## config.mk

```make
export PLATFORM = sky130hd
export DESIGN_NAME = row_gray_centroid
export DESIGN_NICKNAME = d
export VERILOG_FILES = /design/src/hw/rtl/rgc_pkg.sv /design/src/hw/rtl/rgc_front.sv /design/src/hw/rtl/rgc_queue.sv /design/src/hw/rtl/rgc_back.sv /design/src/hw/rtl/row_gray_centroid.sv
export SDC_FILE = /design/constraint.sdc
export NUM_CORES = 1
export LEC_CHECK = 0
export ABC_CLOCK_PERIOD_IN_PS = 6000
export BUFFER_PORTS_ARGS = -buffer_cell sky130_fd_sc_hd__clkbuf_2
export CAP_MARGIN = 20
export CELL_PAD_IN_SITES_DETAIL_PLACEMENT = 1
export CELL_PAD_IN_SITES_GLOBAL_PLACEMENT = 2
export CORE_MARGIN = 5
export CORE_UTILIZATION = 42
export DETAILED_ROUTE_END_ITERATION = 10
export PLACE_DENSITY = 0.81
export SYNTH_ARGS = -nofsm -noshare
export SYNTH_HDL_FRONTEND = slang
export SYNTH_SLANG_ARGS = --single-unit
export TNS_END_PERCENT = 1
```

## constraint.sdc

```tcl
create_clock -name aclk -period 6 [get_ports aclk]
set_clock_uncertainty 0.15 [all_clocks]
set_input_delay 0.3 -clock aclk [delete_from_list [all_inputs] [get_ports aclk]]
set_output_delay 0.3 -clock aclk [all_outputs]
set_load 0.1 [all_outputs]
```

## src/hw/rtl/rgc_pkg.sv

```systemverilog
// ----------------------------------------------------------------------------
// Row gray centroid package
// Sizes, limits and the row job passed from the accumulator to the divider.
// ----------------------------------------------------------------------------
package rgc_pkg;

    localparam int MAX_COLS  = 4096;
    localparam int MAX_ROWS  = 4096;
    localparam int FRAC_BITS = 8;

    localparam int PIX_W    = 8;
    localparam int COUNT_W  = 12;
    localparam int WEIGHT_W = 20;
    localparam int MOMENT_W = 32;
    localparam int X_W      = 20;

    localparam int COUNT_MAX = (1 << COUNT_W) - 1;
    localparam int COL_LIMIT = (MAX_COLS - 1 > COUNT_MAX) ? COUNT_MAX : MAX_COLS - 1;
    localparam int ROW_LIMIT = (MAX_ROWS - 1 > COUNT_MAX) ? COUNT_MAX : MAX_ROWS - 1;

    localparam logic [PIX_W-1:0] THRESHOLD_RESET = 8'd30;

    // Dividend is (moment << FRAC_BITS) plus half the weight, one spare bit for the carry.
    localparam int DVD_W  = MOMENT_W + FRAC_BITS + 1;
    localparam int STEP_W = $clog2(DVD_W + 1);

    localparam int QUEUE_DEPTH = 2;
    localparam int QPTR_W      = (QUEUE_DEPTH > 1) ? $clog2(QUEUE_DEPTH) : 1;
    localparam int QCNT_W      = $clog2(QUEUE_DEPTH + 1);

    typedef struct packed {
        logic [MOMENT_W-1:0] moment;
        logic [WEIGHT_W-1:0] weight;
        logic [COUNT_W-1:0]  row;
    } row_job_t;

    typedef struct packed {
        logic full;
        logic empty;
    } queue_status_t;

endpackage

```

## src/hw/rtl/rgc_front.sv

```systemverilog
// ----------------------------------------------------------------------------
// Row gray centroid front end
// Takes pixels, keeps column and row counters and the per-row sums, and
// hands a finished row to the job queue.
// ----------------------------------------------------------------------------
module rgc_front (
    input  logic                       aclk,
    input  logic                       aresetn,
    input  logic                       cfg_we,
    input  logic [rgc_pkg::PIX_W-1:0]  cfg_wdata,
    input  logic                       s_valid,
    output logic                       s_ready,
    input  logic [rgc_pkg::PIX_W-1:0]  s_pixel,
    input  logic                       s_row_end,
    input  logic                       s_frame_end,
    input  rgc_pkg::queue_status_t     q_status,
    output logic                       push,
    output rgc_pkg::row_job_t          push_job
);

    logic [rgc_pkg::PIX_W-1:0]    threshold_reg;
    logic [rgc_pkg::COUNT_W-1:0]  column_reg, column_next;
    logic [rgc_pkg::COUNT_W-1:0]  row_reg, row_next;
    logic [rgc_pkg::WEIGHT_W-1:0] weight_reg, weight_next;
    logic [rgc_pkg::MOMENT_W-1:0] moment_reg, moment_next;

    logic                                              accept;
    logic                                              above;
    logic                                              last;
    logic [rgc_pkg::WEIGHT_W:0]                        weight_sum;
    logic [rgc_pkg::PIX_W+rgc_pkg::COUNT_W-1:0]        product;
    logic [rgc_pkg::MOMENT_W:0]                        moment_sum;
    logic [rgc_pkg::WEIGHT_W-1:0]                      weight_upd;
    logic [rgc_pkg::MOMENT_W-1:0]                      moment_upd;

    // A full queue holds back every word, so a row end never finds it full.
    assign s_ready = !q_status.full;
    assign accept  = s_valid && s_ready;
    assign above   = s_pixel > threshold_reg;
    assign last    = s_row_end || s_frame_end;

    assign weight_sum = {1'b0, weight_reg} + (rgc_pkg::WEIGHT_W+1)'(s_pixel);
    assign product    = s_pixel * column_reg;
    assign moment_sum = {1'b0, moment_reg} + (rgc_pkg::MOMENT_W+1)'(product);

    always_comb begin
        weight_upd = weight_reg;
        moment_upd = moment_reg;
        if (above) begin
            weight_upd = weight_sum[rgc_pkg::WEIGHT_W] ? '1 : weight_sum[rgc_pkg::WEIGHT_W-1:0];
            moment_upd = moment_sum[rgc_pkg::MOMENT_W] ? '1 : moment_sum[rgc_pkg::MOMENT_W-1:0];
        end
    end

    assign push            = accept && last;
    assign push_job.moment = moment_upd;
    assign push_job.weight = weight_upd;
    assign push_job.row    = row_reg;

    always_comb begin
        column_next = column_reg;
        row_next    = row_reg;
        weight_next = weight_reg;
        moment_next = moment_reg;
        if (accept) begin
            if (last) begin
                column_next = '0;
                weight_next = '0;
                moment_next = '0;
                if (s_frame_end) begin
                    row_next = '0;
                end else if (row_reg < rgc_pkg::COUNT_W'(rgc_pkg::ROW_LIMIT)) begin
                    row_next = row_reg + 1'b1;
                end
            end else begin
                weight_next = weight_upd;
                moment_next = moment_upd;
                if (column_reg < rgc_pkg::COUNT_W'(rgc_pkg::COL_LIMIT)) begin
                    column_next = column_reg + 1'b1;
                end
            end
        end
    end

    always_ff @(posedge aclk) begin
        if (!aresetn) begin
            threshold_reg <= rgc_pkg::THRESHOLD_RESET;
            column_reg    <= '0;
            row_reg       <= '0;
            weight_reg    <= '0;
            moment_reg    <= '0;
        end else begin
            if (cfg_we) begin
                threshold_reg <= cfg_wdata;
            end
            column_reg <= column_next;
            row_reg    <= row_next;
            weight_reg <= weight_next;
            moment_reg <= moment_next;
        end
    end

endmodule

```

## src/hw/rtl/rgc_queue.sv

```systemverilog
// ----------------------------------------------------------------------------
// Row gray centroid job queue
// Small register FIFO of finished rows between front end and divider.
// ----------------------------------------------------------------------------
module rgc_queue (
    input  logic                   aclk,
    input  logic                   aresetn,
    input  logic                   push,
    input  rgc_pkg::row_job_t      push_job,
    input  logic                   pop,
    output rgc_pkg::row_job_t      head_job,
    output rgc_pkg::queue_status_t status
);

    rgc_pkg::row_job_t          entry_reg [rgc_pkg::QUEUE_DEPTH];
    logic [rgc_pkg::QPTR_W-1:0] wr_ptr_reg, wr_ptr_next;
    logic [rgc_pkg::QPTR_W-1:0] rd_ptr_reg, rd_ptr_next;
    logic [rgc_pkg::QCNT_W-1:0] count_reg, count_next;
    logic                       do_push;
    logic                       do_pop;

    assign status.full  = count_reg == rgc_pkg::QCNT_W'(rgc_pkg::QUEUE_DEPTH);
    assign status.empty = count_reg == '0;
    assign do_push      = push && !status.full;
    assign do_pop       = pop && !status.empty;
    assign head_job     = entry_reg[rd_ptr_reg];

    always_comb begin
        wr_ptr_next = wr_ptr_reg;
        rd_ptr_next = rd_ptr_reg;
        count_next  = count_reg;
        if (do_push) begin
            wr_ptr_next = (wr_ptr_reg == rgc_pkg::QPTR_W'(rgc_pkg::QUEUE_DEPTH - 1))
                        ? '0 : wr_ptr_reg + 1'b1;
        end
        if (do_pop) begin
            rd_ptr_next = (rd_ptr_reg == rgc_pkg::QPTR_W'(rgc_pkg::QUEUE_DEPTH - 1))
                        ? '0 : rd_ptr_reg + 1'b1;
        end
        if (do_push && !do_pop) begin
            count_next = count_reg + 1'b1;
        end else if (do_pop && !do_push) begin
            count_next = count_reg - 1'b1;
        end
    end

    always_ff @(posedge aclk) begin
        if (!aresetn) begin
            wr_ptr_reg <= '0;
            rd_ptr_reg <= '0;
            count_reg  <= '0;
        end else begin
            wr_ptr_reg <= wr_ptr_next;
            rd_ptr_reg <= rd_ptr_next;
            count_reg  <= count_next;
        end
    end

    always_ff @(posedge aclk) begin
        if (do_push) begin
            entry_reg[wr_ptr_reg] <= push_job;
        end
    end

endmodule

```

## src/hw/rtl/rgc_back.sv

```systemverilog
// ----------------------------------------------------------------------------
// Row gray centroid back end
// Restoring divider, one quotient bit per cycle, and the result register.
// ----------------------------------------------------------------------------
module rgc_back (
    input  logic                          aclk,
    input  logic                          aresetn,
    input  rgc_pkg::queue_status_t        q_status,
    input  rgc_pkg::row_job_t             head_job,
    output logic                          pop,
    output logic                          m_valid,
    input  logic                          m_ready,
    output logic [rgc_pkg::X_W-1:0]       m_centroid_x,
    output logic [rgc_pkg::COUNT_W-1:0]   m_row_index,
    output logic                          m_row_empty
);

    typedef enum logic [2:0] {
        ST_IDLE = 3'b001,
        ST_DIV  = 3'b010,
        ST_DONE = 3'b100
    } back_state_t;

    back_state_t                   state_reg, state_next;
    logic [rgc_pkg::STEP_W-1:0]    step_reg, step_next;
    logic [rgc_pkg::DVD_W-1:0]     dvd_reg, dvd_next;
    logic [rgc_pkg::WEIGHT_W-1:0]  rem_reg, rem_next;
    logic [rgc_pkg::WEIGHT_W-1:0]  weight_reg, weight_next;
    logic [rgc_pkg::COUNT_W-1:0]   row_reg, row_next;

    logic                          out_valid_reg, out_valid_next;
    logic [rgc_pkg::X_W-1:0]       out_x_reg, out_x_next;
    logic [rgc_pkg::COUNT_W-1:0]   out_row_reg, out_row_next;
    logic                          out_empty_reg, out_empty_next;

    logic [rgc_pkg::WEIGHT_W:0]    rem_shift;
    logic                          q_bit;
    logic [rgc_pkg::DVD_W-1:0]     dividend;
    logic                          load_out;
    logic                          row_is_empty;
    logic [rgc_pkg::X_W-1:0]       quotient_sat;

    assign dividend = (rgc_pkg::DVD_W'(head_job.moment) << rgc_pkg::FRAC_BITS)
                    + rgc_pkg::DVD_W'(head_job.weight >> 1);

    assign rem_shift = {rem_reg, dvd_reg[rgc_pkg::DVD_W-1]};
    assign q_bit     = rem_shift >= {1'b0, weight_reg};

    assign row_is_empty = weight_reg == '0;
    assign quotient_sat = (|dvd_reg[rgc_pkg::DVD_W-1:rgc_pkg::X_W])
                        ? '1 : dvd_reg[rgc_pkg::X_W-1:0];

    // The result register frees up in the same cycle its word is taken.
    assign load_out = (state_reg == ST_DONE) && (!out_valid_reg || m_ready);
    assign pop      = (state_reg == ST_IDLE) && !q_status.empty;

    always_comb begin
        state_next  = state_reg;
        step_next   = step_reg;
        dvd_next    = dvd_reg;
        rem_next    = rem_reg;
        weight_next = weight_reg;
        row_next    = row_reg;
        unique case (state_reg)
            ST_IDLE: begin
                if (!q_status.empty) begin
                    dvd_next    = dividend;
                    rem_next    = '0;
                    weight_next = head_job.weight;
                    row_next    = head_job.row;
                    step_next   = '0;
                    state_next  = ST_DIV;
                end
            end
            ST_DIV: begin
                rem_next  = q_bit ? rem_shift[rgc_pkg::WEIGHT_W-1:0] - weight_reg
                                  : rem_shift[rgc_pkg::WEIGHT_W-1:0];
                dvd_next  = {dvd_reg[rgc_pkg::DVD_W-2:0], q_bit};
                step_next = step_reg + 1'b1;
                if (step_reg == rgc_pkg::STEP_W'(rgc_pkg::DVD_W - 1)) begin
                    state_next = ST_DONE;
                end
            end
            ST_DONE: begin
                if (load_out) begin
                    state_next = ST_IDLE;
                end
            end
            default: begin
                state_next = ST_IDLE;
            end
        endcase
    end

    always_comb begin
        out_valid_next = out_valid_reg && !m_ready;
        out_x_next     = out_x_reg;
        out_row_next   = out_row_reg;
        out_empty_next = out_empty_reg;
        if (load_out) begin
            out_valid_next = 1'b1;
            out_x_next     = row_is_empty ? '0 : quotient_sat;
            out_row_next   = row_reg;
            out_empty_next = row_is_empty;
        end
    end

    always_ff @(posedge aclk) begin
        if (!aresetn) begin
            state_reg     <= ST_IDLE;
            step_reg      <= '0;
            out_valid_reg <= 1'b0;
        end else begin
            state_reg     <= state_next;
            step_reg      <= step_next;
            out_valid_reg <= out_valid_next;
        end
    end

    always_ff @(posedge aclk) begin
        dvd_reg       <= dvd_next;
        rem_reg       <= rem_next;
        weight_reg    <= weight_next;
        row_reg       <= row_next;
        out_x_reg     <= out_x_next;
        out_row_reg   <= out_row_next;
        out_empty_reg <= out_empty_next;
    end

    assign m_valid      = out_valid_reg;
    assign m_centroid_x = out_x_reg;
    assign m_row_index  = out_row_reg;
    assign m_row_empty  = out_empty_reg;

endmodule

```

## src/hw/rtl/row_gray_centroid.sv

```systemverilog
// ----------------------------------------------------------------------------
// Row gray centroid
// Gray-centroid laser stripe centre: one weighted column centroid per row.
// ----------------------------------------------------------------------------
// Pixels are taken at one word per clock while the row job queue (two rows
// deep) has room. Each row end hands the row's sums to a restoring divider
// that produces one quotient bit per cycle over 41 divide steps, then loads
// the result register; rows long enough to cover the divide stream at one
// pixel per clock while results are taken, shorter rows stall the input once
// the queue fills. The centroid carries eight fraction bits, rounded to
// nearest, and an empty row reports zero with its flag set.
module row_gray_centroid (
    input  logic                         aclk,
    input  logic                         aresetn,
    input  logic                         cfg_we,
    input  logic [rgc_pkg::PIX_W-1:0]    cfg_wdata,
    input  logic                         s_valid,
    output logic                         s_ready,
    input  logic [rgc_pkg::PIX_W-1:0]    s_pixel,
    input  logic                         s_row_end,
    input  logic                         s_frame_end,
    output logic                         m_valid,
    input  logic                         m_ready,
    output logic [rgc_pkg::X_W-1:0]      m_centroid_x,
    output logic [rgc_pkg::COUNT_W-1:0]  m_row_index,
    output logic                         m_row_empty
);

    rgc_pkg::queue_status_t q_status;
    rgc_pkg::row_job_t      push_job;
    rgc_pkg::row_job_t      head_job;
    logic                   push;
    logic                   pop;

    rgc_front u_front (
        .aclk        (aclk),
        .aresetn     (aresetn),
        .cfg_we      (cfg_we),
        .cfg_wdata   (cfg_wdata),
        .s_valid     (s_valid),
        .s_ready     (s_ready),
        .s_pixel     (s_pixel),
        .s_row_end   (s_row_end),
        .s_frame_end (s_frame_end),
        .q_status    (q_status),
        .push        (push),
        .push_job    (push_job)
    );

    rgc_queue u_queue (
        .aclk     (aclk),
        .aresetn  (aresetn),
        .push     (push),
        .push_job (push_job),
        .pop      (pop),
        .head_job (head_job),
        .status   (q_status)
    );

    rgc_back u_back (
        .aclk         (aclk),
        .aresetn      (aresetn),
        .q_status     (q_status),
        .head_job     (head_job),
        .pop          (pop),
        .m_valid      (m_valid),
        .m_ready      (m_ready),
        .m_centroid_x (m_centroid_x),
        .m_row_index  (m_row_index),
        .m_row_empty  (m_row_empty)
    );

endmodule

```

==> impl_metrics.toml <==
[clock_network]
clock_path_buffers = 3
cts_tree = "built"
cts_inserted_buffers = 41
htree_num_levels = 2
cts_setup_buffers = 0
path_clk_slew_ps = 60
clock_latency_ps = 560
clockRootBuffer = "clkbuf_16"
cts.sinks = 353

[outcome]
run_status = "finished, final reports clean"

[layout]
area_growth_pct = 11.6
antenna_cells = 0
drive_gt1_share_pct = 11.2
final_area_um2 = 23100
final_cells = 2721
largest_register_ffs = 128
final_nets = 2227

[floorplan]
top_level_ports = 58
core-area_um2 = 48800
die_h_um = 232
fp.dieW_um = 232
dieArea_um2 = 53900
start_util_pct = 42.4
core.rowCount = 81

[power_and_ir_drop]
power_leakage_uw = 0.00916
power.total_uw = 8860
pwr-share-comb_pct = 30.9
power_frac_clock_pct = 28.7
p_int_uw = 5860
p_switching_uw = 3000
switching_share_pct = 33.9
p_per_area_nw_per_um2 = 383
ir_drop_mv = 0.207
pwr-share-seq_pct = 40.4

[hold_path]
hold_end = "u_front.threshold_reg[3]"
hp-class = "in2reg"
hold_path_depth = 3
hp-start = "cfg_we"

[timing]
tns_ps = 0
final_max_slew_viol_count = 0
setup_viol = 0
tightestPinTransition_ps = 1130
clock.fmax_ghz = 0.178
rsz0062_at_grt = "no"
relSlewSlack_pct = 24.3
hold_violations = 0
final.min_clock_period_ps = 5620
post-route-period-util_pct = 93.6

[drt]
drcViolationCount = 0
drtPass1Iterations = 4
route.vias.total = 14800
route.detailed.wl_per_inst_um = 19.8
postRouteWirelength_um = 53800
drtIter0Drc = 738
drt-vias-per-instance = 5.42
postRouteAntennaNets = 0

[placed_design]
placed_cells = 2637
port-buffer-count = 57
hpwlAfterDp_um = 39600
place_area_um2 = 21700
routabilityCongestion = 0.833

[worst_setup_path]
path_class = "reg2reg"
worst_r2r_path_depth = 16
worst_ep_required_time_ps = 6160
critPathCaptureType = "register"
r2r_end = "u_queue.entry_reg[0][45]"
regToRegSetupSlack_ps = 380
rr_startpoint = "u_front.column_reg[6]"
cp-start-kind = "register"
cp.arrival_ps = 5780
cp_max_fo = 14

[grt]
grt_max_degree = 69
grt_pass1_vias = 15600
grt_pass1_wl_um = 87000
antenna_found_initial = 0
grt_overflow = 0
grt_use_total_pct = 20.1

[run]
maxCapViolCount = 0

[synth]
async_reset_ff_share_pct = 0
synth-seq-cells = 353
synth_ff_type = "edfxtp_1"
yosysSeqAreaShare_pct = 46.4
synth_cell_types = 72
avgSynthCellArea_um2 = 10.4
synth_top_area_share_pct = 36.8
yosysWarnings = 0
synth.area.top_cells = "edfxtp_1 37%, dfxtp_1 9.6%, fa_1 7.8%"
synth_edf_count = 254
syn-num-nets = 2186
synth_top_cell_by_area = "edfxtp_1"
synthCells = 1985
syn_area_um2 = 20700
==> what timing repair did <==
item	4_1_cts	5_1_grt
hold endpoints to repair	9	0
endpoints found under the setup margin	0	10
gates resized for setup	0	2
hold buffers	9	0
==> power groups by stage <==
stage / clock [µW] / combinational (µW) / sequential [µW]
detailed placement: 0 / 2720 / 3630
floorplan: 0 / 2060 / 3500
CTS: 2610 / 2760 / 3580
finish: 2550 / 2740 / 3580
global route: 2730 / 3060 / 3640
global placement: 0 / 2640 / 3600
==> how the worst max path moves through the flow <==
stage | startpoint | end | slack [ps] | cells after the start
floorplan | u_front.column_reg[6] | u_queue.entry_reg[0][62] | 780 | 17
global placement | s_pixel[1] | u_queue.entry_reg[0][35] | 420 | 18
detailed placement | s_pixel[7] | u_queue.entry_reg[1][62] | 240 | 17
CTS | u_front.column_reg[4] | u_queue.entry_reg[1][62] | 330 | 16
global route | u_front.column_reg[8] | u_queue.entry_reg[1][35] | 20 | 17
finish | u_front.column_reg[6] | u_queue.entry_reg[0][45] | 380 | 16
==> routing by layer <==
metal	share of wire [%]	GRT usage (%)
met4	2.4	5.50
met5	0	0
met2	47	33.0
met3	3.4	2.36
met1	48	28.4
==> worst max-delay path, cell delays in order (launching register included) <==
cell	delay (ps)
dfxtp_1	580
and2_1	220
fa_1	450
fa_1	520
fa_1	550
inv_1	60
fa_1	530
inv_1	40
ha_1	400
nand2_1	100
nor3_1	270
a21o_1	190
a21oi_1	160
o22a_1	270
o21ai_0	210
buf_4	250
a2bb2oi_1	410
==> cell usage in the layout (no fill, tap or decap), types with 7 or more instances in the layout <==
master / n
dlygate4sd3_1: 9
clkbuf_16: 41
a21o_1: 24
mux2i_1: 24
xnor2_1: 55
nand4_1: 20
nand2_1: 137
xor2_1: 43
and2_1: 73
mux2_2: 54
fa_1: 81
o21bai_1: 7
a21oi_1: 118
or3_1: 13
o22a_1: 8
clkbuf_2: 57
buf_4: 24
clkbuf_1: 11
or2_2: 11
nand2b_1: 11
nor2b_1: 28
nand3_1: 55
nor4_1: 21
nor3_1: 42
dfxtp_1: 97
o21ai_0: 81
edfxtp_1: 254
ha_1: 97
o211ai_1: 13
nor2_1: 161
a22oi_1: 12
and3_1: 16
a31oi_1: 12
a211oi_1: 10
o21a_1: 27
inv_1: 186
==> kinds of logic (layout without fill, tap and decap cells) <==
logic type	Yosys count	count (layout)	share of synthesized area, %
muxes	78	78	4.09
buffers and inverters	278	350	5.10
DFF	353	353	46.4
AOI/OAI and AO/OA	378	378	11.7
xor gates and xnor gates	98	98	4.14
and+or+nand+nor	622	622	14.9
adders and majority gates	178	178	13.7
==> cell type report <==
cell class,count,area [µm²]
well taps,664,831
repair buffers,90,556
inverters,186,698
clock buffers,56,1120
fillers,5435,25700
multi-input cells,1354,10100
flip-flops and latches,353,9610
clock inverters,18,231
==> per-stage QoR <==
stage	utilization, %	hold WS [ps]	setup WS [ps]
floorplan	-	250	781
global placement	44.4	251	423
detailed placement	44.4	255	239
CTS	47.3	17.9	331
global route	47.4	54.4	17.8
finish	47.4	37.2	383
==> Yosys cell counts (28+ instances only) <==
cell type / number
nand3_1: 55
dfxtp_1: 99
clkbuf_1: 79
xor2_1: 43
inv_1: 186
xnor2_1: 55
a21oi_1: 118
mux2_2: 54
and2_1: 73
nand2_1: 138
nor2b_1: 28
ha_1: 97
nor3_1: 43
fa_1: 81
o21ai_0: 81
edfxtp_1: 254
nor2_1: 163
(Power assumes the default switching activity.)
